$ cat src/rtl/bqd_pkg.sv
`default_nettype none
// ----------------------------------------------------------------------------
// bqd_pkg
// Shared widths, codes and controller/datapath command type for the biquad.
// ----------------------------------------------------------------------------
package bqd_pkg;

  localparam int SAMPLE_W  = 16;
  localparam int COEF_W    = 24;
  localparam int FRAC_W    = 20;
  localparam int STATE_W   = 40;
  localparam int NUM_COEFS = 5;
  localparam int PADDR_W   = 5;
  localparam int PDATA_W   = 32;

  typedef logic signed [COEF_W-1:0] coef_t;
  typedef logic [NUM_COEFS-1:0][COEF_W-1:0] coef_arr_t;

  typedef enum logic [2:0] {
    CI_FF0 = 3'd0,
    CI_FF1 = 3'd1,
    CI_FF2 = 3'd2,
    CI_FB1 = 3'd3,
    CI_FB2 = 3'd4
  } coef_idx_e;

  typedef enum logic [1:0] {
    MS_IN,
    MS_X,
    MS_Y
  } mul_src_e;

  typedef enum logic [2:0] {
    OP_NONE,
    OP_ROUND,
    OP_SUM1,
    OP_HOLD2,
    OP_SUB1,
    OP_COMMIT
  } dp_op_e;

  typedef enum logic [2:0] {
    ST_IDLE,
    ST_P1,
    ST_P2,
    ST_P3,
    ST_P4,
    ST_FIN
  } state_e;

  typedef struct packed {
    logic      load_x;
    logic      mul_en;
    mul_src_e  mul_src;
    coef_idx_e coef_idx;
    dp_op_e    op;
  } dp_cmd_t;

endpackage
`default_nettype wire

$ cat src/rtl/biquad_iir_filter.sv
`default_nettype none
// ----------------------------------------------------------------------------
// biquad_iir_filter
// Second-order IIR section, transposed direct form II, Q3.20 coefficients.
// ----------------------------------------------------------------------------
//  channel   dir  handshake              payload
//  in        in   in_valid_i/in_ready_o   sample_in_i
//  out       out  out_valid_o/out_ready_i sample_out_o, clipped_o
//  cfg       in   APB psel/penable        five coefficients at 4*i
//
//  The single 16x24 multiplier forms one of the five products per cycle
//  unless stalled. A new word is taken in the last cycle of the previous.
//  Reset clears both delays and loads a0 = 1.0, all other coefficients 0.
//  A full output register holds the last cycle, and input, until it drains.
// ----------------------------------------------------------------------------
module biquad_iir_filter import bqd_pkg::*; (
  input  wire logic                       clk_i,
  input  wire logic                       rst_ni,
  input  wire logic                       in_valid_i,
  output logic                            in_ready_o,
  input  wire logic signed [SAMPLE_W-1:0] sample_in_i,
  output logic                            out_valid_o,
  input  wire logic                       out_ready_i,
  output logic signed      [SAMPLE_W-1:0] sample_out_o,
  output logic                            clipped_o,
  input  wire logic                       psel,
  input  wire logic                       penable,
  input  wire logic                       pwrite,
  input  wire logic        [PADDR_W-1:0]  paddr,
  input  wire logic        [PDATA_W-1:0]  pwdata,
  output logic             [PDATA_W-1:0]  prdata,
  output logic                            pready
);

  coef_arr_t coefs;
  dp_cmd_t   cmd;

  bqd_regs u_regs (
    .clk_i   (clk_i),
    .rst_ni  (rst_ni),
    .psel    (psel),
    .penable (penable),
    .pwrite  (pwrite),
    .paddr   (paddr),
    .pwdata  (pwdata),
    .prdata  (prdata),
    .pready  (pready),
    .coefs_o (coefs)
  );

  bqd_ctrl u_ctrl (
    .clk_i       (clk_i),
    .rst_ni      (rst_ni),
    .in_valid_i  (in_valid_i),
    .in_ready_o  (in_ready_o),
    .out_valid_o (out_valid_o),
    .out_ready_i (out_ready_i),
    .cmd_o       (cmd)
  );

  bqd_dp u_dp (
    .clk_i        (clk_i),
    .rst_ni       (rst_ni),
    .cmd_i        (cmd),
    .coefs_i      (coefs),
    .sample_in_i  (sample_in_i),
    .sample_out_o (sample_out_o),
    .clipped_o    (clipped_o)
  );

  a_busy_after_accept: assert property (@(posedge clk_i) disable iff (!rst_ni)
    (in_valid_i && in_ready_o) |=> !in_ready_o)
    else $error("input taken while a word is in flight");

  a_commit_no_overwrite: assert property (@(posedge clk_i) disable iff (!rst_ni)
    (cmd.op == OP_COMMIT) |-> (!out_valid_o || out_ready_i))
    else $error("result overwrites an undelivered word");

  a_commit_shows: assert property (@(posedge clk_i) disable iff (!rst_ni)
    (cmd.op == OP_COMMIT) |=> out_valid_o)
    else $error("committed result not presented");

  a_hold_on_stall: assert property (@(posedge clk_i) disable iff (!rst_ni)
    !cmd.mul_en |-> (!in_ready_o && out_valid_o && !out_ready_i))
    else $error("multiplier stalled without output backpressure");

endmodule
`default_nettype wire

$ cat src/rtl/bqd_regs.sv
`default_nettype none
// ----------------------------------------------------------------------------
// bqd_regs
// APB coefficient register file: five signed Q3.20 coefficients.
// ----------------------------------------------------------------------------
module bqd_regs import bqd_pkg::*; (
  input  wire logic               clk_i,
  input  wire logic               rst_ni,
  input  wire logic               psel,
  input  wire logic               penable,
  input  wire logic               pwrite,
  input  wire logic [PADDR_W-1:0] paddr,
  input  wire logic [PDATA_W-1:0] pwdata,
  output logic      [PDATA_W-1:0] prdata,
  output logic                    pready,
  output coef_arr_t               coefs_o
);

  // a0 = 1.0, all others 0
  localparam coef_arr_t COEFS_RST =
    {{((NUM_COEFS-1)*COEF_W){1'b0}}, COEF_W'(1 << FRAC_W)};

  coef_arr_t coefs_q, coefs_d;
  logic [2:0] idx;
  logic       wr_en;

  assign idx    = paddr[4:2];
  assign wr_en  = psel && penable && pwrite;
  assign pready = 1'b1;
  assign coefs_o = coefs_q;

  always_comb begin
    coefs_d = coefs_q;
    if (wr_en) begin
      unique case (idx)
        CI_FF0:  coefs_d[CI_FF0] = pwdata[COEF_W-1:0];
        CI_FF1:  coefs_d[CI_FF1] = pwdata[COEF_W-1:0];
        CI_FF2:  coefs_d[CI_FF2] = pwdata[COEF_W-1:0];
        CI_FB1:  coefs_d[CI_FB1] = pwdata[COEF_W-1:0];
        CI_FB2:  coefs_d[CI_FB2] = pwdata[COEF_W-1:0];
        default: ;
      endcase
    end
  end

  always_comb begin
    unique case (idx)
      CI_FF0:  prdata = {{(PDATA_W-COEF_W){1'b0}}, coefs_q[CI_FF0]};
      CI_FF1:  prdata = {{(PDATA_W-COEF_W){1'b0}}, coefs_q[CI_FF1]};
      CI_FF2:  prdata = {{(PDATA_W-COEF_W){1'b0}}, coefs_q[CI_FF2]};
      CI_FB1:  prdata = {{(PDATA_W-COEF_W){1'b0}}, coefs_q[CI_FB1]};
      CI_FB2:  prdata = {{(PDATA_W-COEF_W){1'b0}}, coefs_q[CI_FB2]};
      default: prdata = '0;
    endcase
  end

  always_ff @(posedge clk_i or negedge rst_ni) begin
    if (!rst_ni) begin
      coefs_q <= COEFS_RST;
    end else begin
      coefs_q <= coefs_d;
    end
  end

endmodule
`default_nettype wire

$ cat src/rtl/bqd_ctrl.sv
`default_nettype none
// ----------------------------------------------------------------------------
// bqd_ctrl
// Sequencer: one product per cycle via the shared multiplier unless stalled.
// ----------------------------------------------------------------------------
module bqd_ctrl import bqd_pkg::*; (
  input  wire logic clk_i,
  input  wire logic rst_ni,
  input  wire logic in_valid_i,
  output logic      in_ready_o,
  output logic      out_valid_o,
  input  wire logic out_ready_i,
  output dp_cmd_t   cmd_o
);

  state_e state_q, state_d;
  logic   out_valid_q, out_valid_d;
  logic   commit;

  always_comb begin
    state_d    = state_q;
    in_ready_o = 1'b0;
    commit     = 1'b0;
    cmd_o      = '{load_x: 1'b0, mul_en: 1'b1, mul_src: MS_IN,
                   coef_idx: CI_FF0, op: OP_NONE};
    unique case (state_q)
      ST_IDLE: begin
        in_ready_o = 1'b1;
        if (in_valid_i) begin
          cmd_o.load_x = 1'b1;
          state_d      = ST_P1;
        end
      end
      ST_P1: begin
        cmd_o.op       = OP_ROUND;
        cmd_o.mul_src  = MS_X;
        cmd_o.coef_idx = CI_FF1;
        state_d        = ST_P2;
      end
      ST_P2: begin
        cmd_o.op       = OP_SUM1;
        cmd_o.mul_src  = MS_X;
        cmd_o.coef_idx = CI_FF2;
        state_d        = ST_P3;
      end
      ST_P3: begin
        cmd_o.op       = OP_HOLD2;
        cmd_o.mul_src  = MS_Y;
        cmd_o.coef_idx = CI_FB1;
        state_d        = ST_P4;
      end
      ST_P4: begin
        cmd_o.op       = OP_SUB1;
        cmd_o.mul_src  = MS_Y;
        cmd_o.coef_idx = CI_FB2;
        state_d        = ST_FIN;
      end
      ST_FIN: begin
        if (!out_valid_q || out_ready_i) begin
          commit     = 1'b1;
          cmd_o.op   = OP_COMMIT;
          in_ready_o = 1'b1;
          if (in_valid_i) begin
            cmd_o.load_x = 1'b1;
            state_d      = ST_P1;
          end else begin
            state_d = ST_IDLE;
          end
        end else begin
          // hold last product until the output word drains
          cmd_o.mul_en = 1'b0;
        end
      end
      default: state_d = ST_IDLE;
    endcase
  end

  always_comb begin
    out_valid_d = out_valid_q;
    if (commit) begin
      out_valid_d = 1'b1;
    end else if (out_ready_i) begin
      out_valid_d = 1'b0;
    end
  end

  assign out_valid_o = out_valid_q;

  always_ff @(posedge clk_i or negedge rst_ni) begin
    if (!rst_ni) begin
      state_q     <= ST_IDLE;
      out_valid_q <= 1'b0;
    end else begin
      state_q     <= state_d;
      out_valid_q <= out_valid_d;
    end
  end

endmodule
`default_nettype wire

$ cat src/rtl/bqd_dp.sv
`default_nettype none
// ----------------------------------------------------------------------------
// bqd_dp
// Datapath: shared 16x24 multiplier, accumulate/round/saturate, delay state.
// ----------------------------------------------------------------------------
module bqd_dp import bqd_pkg::*; (
  input  wire logic                       clk_i,
  input  wire logic                       rst_ni,
  input  wire dp_cmd_t                    cmd_i,
  input  wire coef_arr_t                  coefs_i,
  input  wire logic signed [SAMPLE_W-1:0] sample_in_i,
  output logic signed      [SAMPLE_W-1:0] sample_out_o,
  output logic                            clipped_o
);

  localparam int ACC_W = STATE_W + 2;
  localparam int YSH_W = ACC_W - FRAC_W;
  localparam logic signed [ACC_W-1:0] RND_C = ACC_W'(1) << (FRAC_W - 1);
  localparam logic signed [YSH_W-1:0] SMAX =
    YSH_W'((64'sd1 <<< (SAMPLE_W - 1)) - 64'sd1);
  localparam logic signed [YSH_W-1:0] SMIN = -SMAX - YSH_W'(1);
  localparam logic signed [ACC_W-1:0] ST_MAX =
    ACC_W'((64'sd1 <<< (STATE_W - 1)) - 64'sd1);
  localparam logic signed [ACC_W-1:0] ST_MIN = -ST_MAX - ACC_W'(1);

  function automatic logic signed [STATE_W-1:0] sat_state(
    input logic signed [ACC_W-1:0] v
  );
    logic signed [STATE_W-1:0] r;
    if (v > ST_MAX) begin
      r = ST_MAX[STATE_W-1:0];
    end else if (v < ST_MIN) begin
      r = ST_MIN[STATE_W-1:0];
    end else begin
      r = v[STATE_W-1:0];
    end
    return r;
  endfunction

  logic signed [SAMPLE_W-1:0] x_q, y_q, y_d, sample_out_q;
  logic                       clip_q, clip_d, clipped_q;
  logic signed [STATE_W-1:0]  prod_q, d1_q, d2_q, t2_q;
  logic signed [ACC_W-1:0]    t1_q;
  logic signed [SAMPLE_W-1:0] mul_a;
  logic signed [COEF_W-1:0]   mul_c;
  logic signed [STATE_W-1:0]  mul_p;
  logic signed [ACC_W-1:0]    acc, prod_x, d1_x, d2_x, t2_x;
  logic signed [YSH_W-1:0]    ysh;

  always_comb begin
    case (cmd_i.mul_src)
      MS_X:    mul_a = x_q;
      MS_Y:    mul_a = y_q;
      default: mul_a = sample_in_i;
    endcase
    mul_c = $signed(coefs_i[cmd_i.coef_idx]);
    mul_p = STATE_W'(mul_a * mul_c);
  end

  assign prod_x = ACC_W'(prod_q);
  assign d1_x   = ACC_W'(d1_q);
  assign d2_x   = ACC_W'(d2_q);
  assign t2_x   = ACC_W'(t2_q);

  // round to nearest, ties up: floor((acc + half) / 2^FRAC_W)
  assign acc = prod_x + d1_x + RND_C;
  assign ysh = acc[ACC_W-1:FRAC_W];

  always_comb begin
    if (ysh > SMAX) begin
      y_d    = SMAX[SAMPLE_W-1:0];
      clip_d = 1'b1;
    end else if (ysh < SMIN) begin
      y_d    = SMIN[SAMPLE_W-1:0];
      clip_d = 1'b1;
    end else begin
      y_d    = ysh[SAMPLE_W-1:0];
      clip_d = 1'b0;
    end
  end

  always_ff @(posedge clk_i) begin
    if (cmd_i.load_x) begin
      x_q <= sample_in_i;
    end
    if (cmd_i.mul_en) begin
      prod_q <= mul_p;
    end
    case (cmd_i.op)
      OP_ROUND: begin
        y_q    <= y_d;
        clip_q <= clip_d;
      end
      OP_SUM1:   t1_q <= prod_x + d2_x;
      OP_HOLD2:  t2_q <= prod_q;
      OP_SUB1:   t1_q <= t1_q - prod_x;
      OP_COMMIT: begin
        sample_out_q <= y_q;
        clipped_q    <= clip_q;
      end
      default: ;
    endcase
  end

  always_ff @(posedge clk_i or negedge rst_ni) begin
    if (!rst_ni) begin
      d1_q <= '0;
      d2_q <= '0;
    end else if (cmd_i.op == OP_COMMIT) begin
      d1_q <= sat_state(t1_q);
      d2_q <= sat_state(t2_x - prod_x);
    end
  end

  assign sample_out_o = sample_out_q;
  assign clipped_o    = clipped_q;

endmodule
`default_nettype wire

$ cat config.mk
export PLATFORM = sky130hd
export DESIGN_NAME = biquad_iir_filter
export DESIGN_NICKNAME = d
export VERILOG_FILES = /design/src/rtl/bqd_pkg.sv /design/src/rtl/biquad_iir_filter.sv /design/src/rtl/bqd_regs.sv /design/src/rtl/bqd_ctrl.sv /design/src/rtl/bqd_dp.sv
export SDC_FILE = /design/constraint.sdc
export NUM_CORES = 2
export LEC_CHECK = 0
export ABC_AREA = 0
export BUFFER_PORTS_ARGS = -buffer_cell sky130_fd_sc_hd__buf_2
export CORE_UTILIZATION = 55
export CTS_BUF_LIST = sky130_fd_sc_hd__clkbuf_16
export CTS_CLUSTER_DIAMETER = 30
export DETAILED_ROUTE_END_ITERATION = 7
export PLACE_DENSITY = 0.87
export SYNTH_ARGS = -nofsm -noshare
export SYNTH_HDL_FRONTEND = slang
export SYNTH_SLANG_ARGS = --single-unit
export TNS_END_PERCENT = 20
$ cat constraint.sdc
create_clock -name clk_i -period 11.1 [get_ports clk_i]
set_clock_uncertainty 0.1 [all_clocks]
set_input_delay 2.22 -clock clk_i [delete_from_list [all_inputs] [get_ports clk_i]]
set_output_delay 2.22 -clock clk_i [all_outputs]
set_load 0.005 [all_outputs]
==> qor.csv <==
metric,value,unit
post_cts_buffers,0,
hold_path_class,flip-flop to flip-flop,
totalWireLength,106000,microns
critPathKind,flip-flop to flip-flop,
antenna_left,0,
path_max_fanout,20,
port_buffers,92,
drc,0,
finalSetupTns,0,ps
synth_area_leader_cell,fa_1,
clk_pin_slew,50,ps
rsz0062_at_grt,false,
grt_pass1_wl,168000,microns
ys_seq_area_share,26.9,%
final_cell_mix,"inv_1, nand2_1, fa_1",
crit_path_end,u_dp.prod_q[39]$_DFFE_PP_,
cts_sinks,376,
drt_first_iter_violations,3241,
hpwl,76800,microns
synth_edf_count,172,
clk_path_buf_depth,3,
initial_utilization,55.6,%
nets,4922,
cts_resized,0,
synth_top_area_share,19.8,%
slew_viol_final,0,
crit_top_cell,fa_1,
cp_slowest_cell,nor2_2,
r2r_end,u_dp.prod_q[39]$_DFFE_PP_,
r2r-start,u_ctrl.state_q[0]$_DFFE_PN0P_,
ys_types,86,
placementRows,96,
synth_area_leaders,"fa_1, edfxtp_1, dfrtp_1",
die_y,265,microns
gp_congestion,0.972,
ys_ff_latch,376,
gr-usage-all-layers,30.3,%
syn_inst,4135,
crit_start,u_ctrl.state_q[0]$_DFFE_PN0P_,
syn_area,0.0381,sq mm
period_share,93.2,%
clock_latency,640,ps
slowest_delay,850,ps
grt_max_degree,126,
clock.fmax,96.7,MHz
report.final.hold_viol_count,0,
reg2reg_depth,30,
start_kind,flip-flop,
status,"complete, no violations",
htree_levels,3,
fill_cells,5078,
routedWlPerCell,20.2,microns
setup_violations,0,
multi_input_area,0.0253,sq mm
avgSynthCellArea,9.22,sq um
drt_pass1_iterations,7,
vias,31700,
drive_gt1_share,11.1,%
period_minus_slack,10340,ps
dieArea,0.0704,sq mm
crit_arrival,10600,ps
viasPerCell,6.06,
cp-end-kind,flip-flop,
grt_pass1_vias,32500,
cts-hold-fix-buffers,0,
ioPinCount,112,
worstPathRequired,11360,ps
reg2reg_slack,760,ps
area_delta_synth_final,11.9,%
coreArea,0.0686,sq mm
grt_remaining_overflow,0,
cts_root_buf,clkbuf_16,
regArea,0.0103,sq mm
maxCapViolCount,0,
dieWidth,265,microns
layout_commonest_cell,inv_1,
ys_warn_count,0,
slew_headroom,28.6,%
numCtsBuffers,82,
antenna_found_initial,2,
worst_slew_pin_slew,1070,ps
async_flop_share,54.3,%
ys_dominant_reg_cell,dfrtp_1,
cts_tree,yes,
how the worst min path moves through the flow:
stage	from	slack, ps	cells past startpoint	to
after floorplan	u_dp.clip_q$_SDFFCE_PN1N_	300	0	u_dp.clipped_o$_DFFE_PN_
after global placement	u_dp.clip_q$_SDFFCE_PN1N_	320	0	u_dp.clipped_o$_DFFE_PN_
after detailed placement	u_dp.clip_q$_SDFFCE_PN1N_	310	0	u_dp.clipped_o$_DFFE_PN_
after CTS	u_dp.clip_q$_SDFFCE_PN1N_	350	0	u_dp.clipped_o$_DFFE_PN_
after global routing	u_dp.clip_q$_SDFFCE_PN1N_	370	0	u_dp.clipped_o$_DFFE_PN_
final	u_dp.clip_q$_SDFFCE_PN1N_	340	0	u_dp.clipped_o$_DFFE_PN_
synthesized netlist by cell type (12+ instances only):
| master | count |
|---|---|
| nand3_1 | 47 |
| dfrtp_1 | 203 |
| a211oi_1 | 26 |
| ha_1 | 262 |
| and2_1 | 25 |
| and4_1 | 12 |
| a22oi_1 | 45 |
| o21bai_1 | 19 |
| nor2b_1 | 57 |
| nand2b_1 | 34 |
| a221oi_1 | 19 |
| o31ai_1 | 16 |
| edfxtp_1 | 172 |
| clkbuf_1 | 148 |
| mux2_2 | 124 |
| a221o_1 | 24 |
| o21ai_0 | 185 |
| and3_1 | 27 |
| inv_1 | 532 |
| or3_1 | 19 |
| nor3_1 | 25 |
| mux2i_1 | 49 |
| o21a_1 | 27 |
| xnor2_1 | 108 |
| a21o_1 | 92 |
| nand2_1 | 504 |
| fa_1 | 377 |
| xor2_1 | 64 |
| nor2_1 | 360 |
| nand4_1 | 24 |
| a211o_1 | 12 |
| o22ai_1 | 32 |
| a21oi_1 | 288 |
| a31oi_1 | 20 |
layer usage:
metal  vias to the layer above  GRT usage, %  part of all wire (%)
met4                         2          16.7                   5.8
met3                       460          6.57                    10
met1                     15300          37.6                    38
met5                         -         0.347                 0.027
li1                      14100             -                     -
met2                      1800          49.1                    46
cells by family (layout without fill, tap and decap cells):
family / Yosys count / count (layout) / synth area share [%]
AO/OA/AOI/OAI: 893 / 893 / 14.9
XOR/XNOR: 172 / 172 / 3.95
adder cells (fa/ha/maj): 639 / 639 / 28.4
buffers and inverters: 703 / 853 / 7.06
flip-flops: 376 / 376 / 26.9
multiplexers: 175 / 175 / 5.07
other: 2 / 11 / 0.0197
AND/OR/NAND/NOR: 1175 / 1175 / 13.7
state kept, by name, indices dropped and copies added (netlist names), 3 cells and up:
register,cells
u_dp.y_q,16
u_dp.d2_q,40
u_dp.sample_out_o,16
u_regs.coefs_o,120
u_dp.t1_q,42
u_ctrl.state_q,3
u_dp.x_q,16
u_dp.prod_q,40
u_dp.t2_q,40
u_dp.d1_q,40
cell type report:
type / count / area share [%]
well taps: 931 / 2.73
flip-flops and latches: 376 / 24.1
repair buffers: 165 / 2.39
inverters: 535 / 4.71
clock buffers: 84 / 4.93
multi-input cells: 3063 / 59.3
clock inverters: 69 / 1.86
diodes: 2 / 0.0117
metrics by stage:
stage | setup slack (ps) | instance area (sq um) | util (%) | hold WS (ps) | instances
finish | 759 | 42700 | 62.2 | 343 | 5225
global route | 451 | 42700 | 62.2 | 365 | 5225
CTS | 978 | 42700 | 62.2 | 353 | 5223
detailed placement | 929 | 39800 | 58.0 | 311 | 5070
global placement | 1050 | 39800 | 58.0 | 323 | 5070
floorplan | 189 | 38200 | - | 300 | 4142
worst max-delay path: cells and delay by family, from the launching register on:
kind	cells	cell delay, ps
simple gates	9	3110
xor+xnor	1	110
flops	1	580
compound gates	8	2020
fa+ha+maj	8	3750
buf+inv	4	370
Power is not shown: default switching activity piles up to over one toggle a cycle in this logic, so the estimate is an artifact.
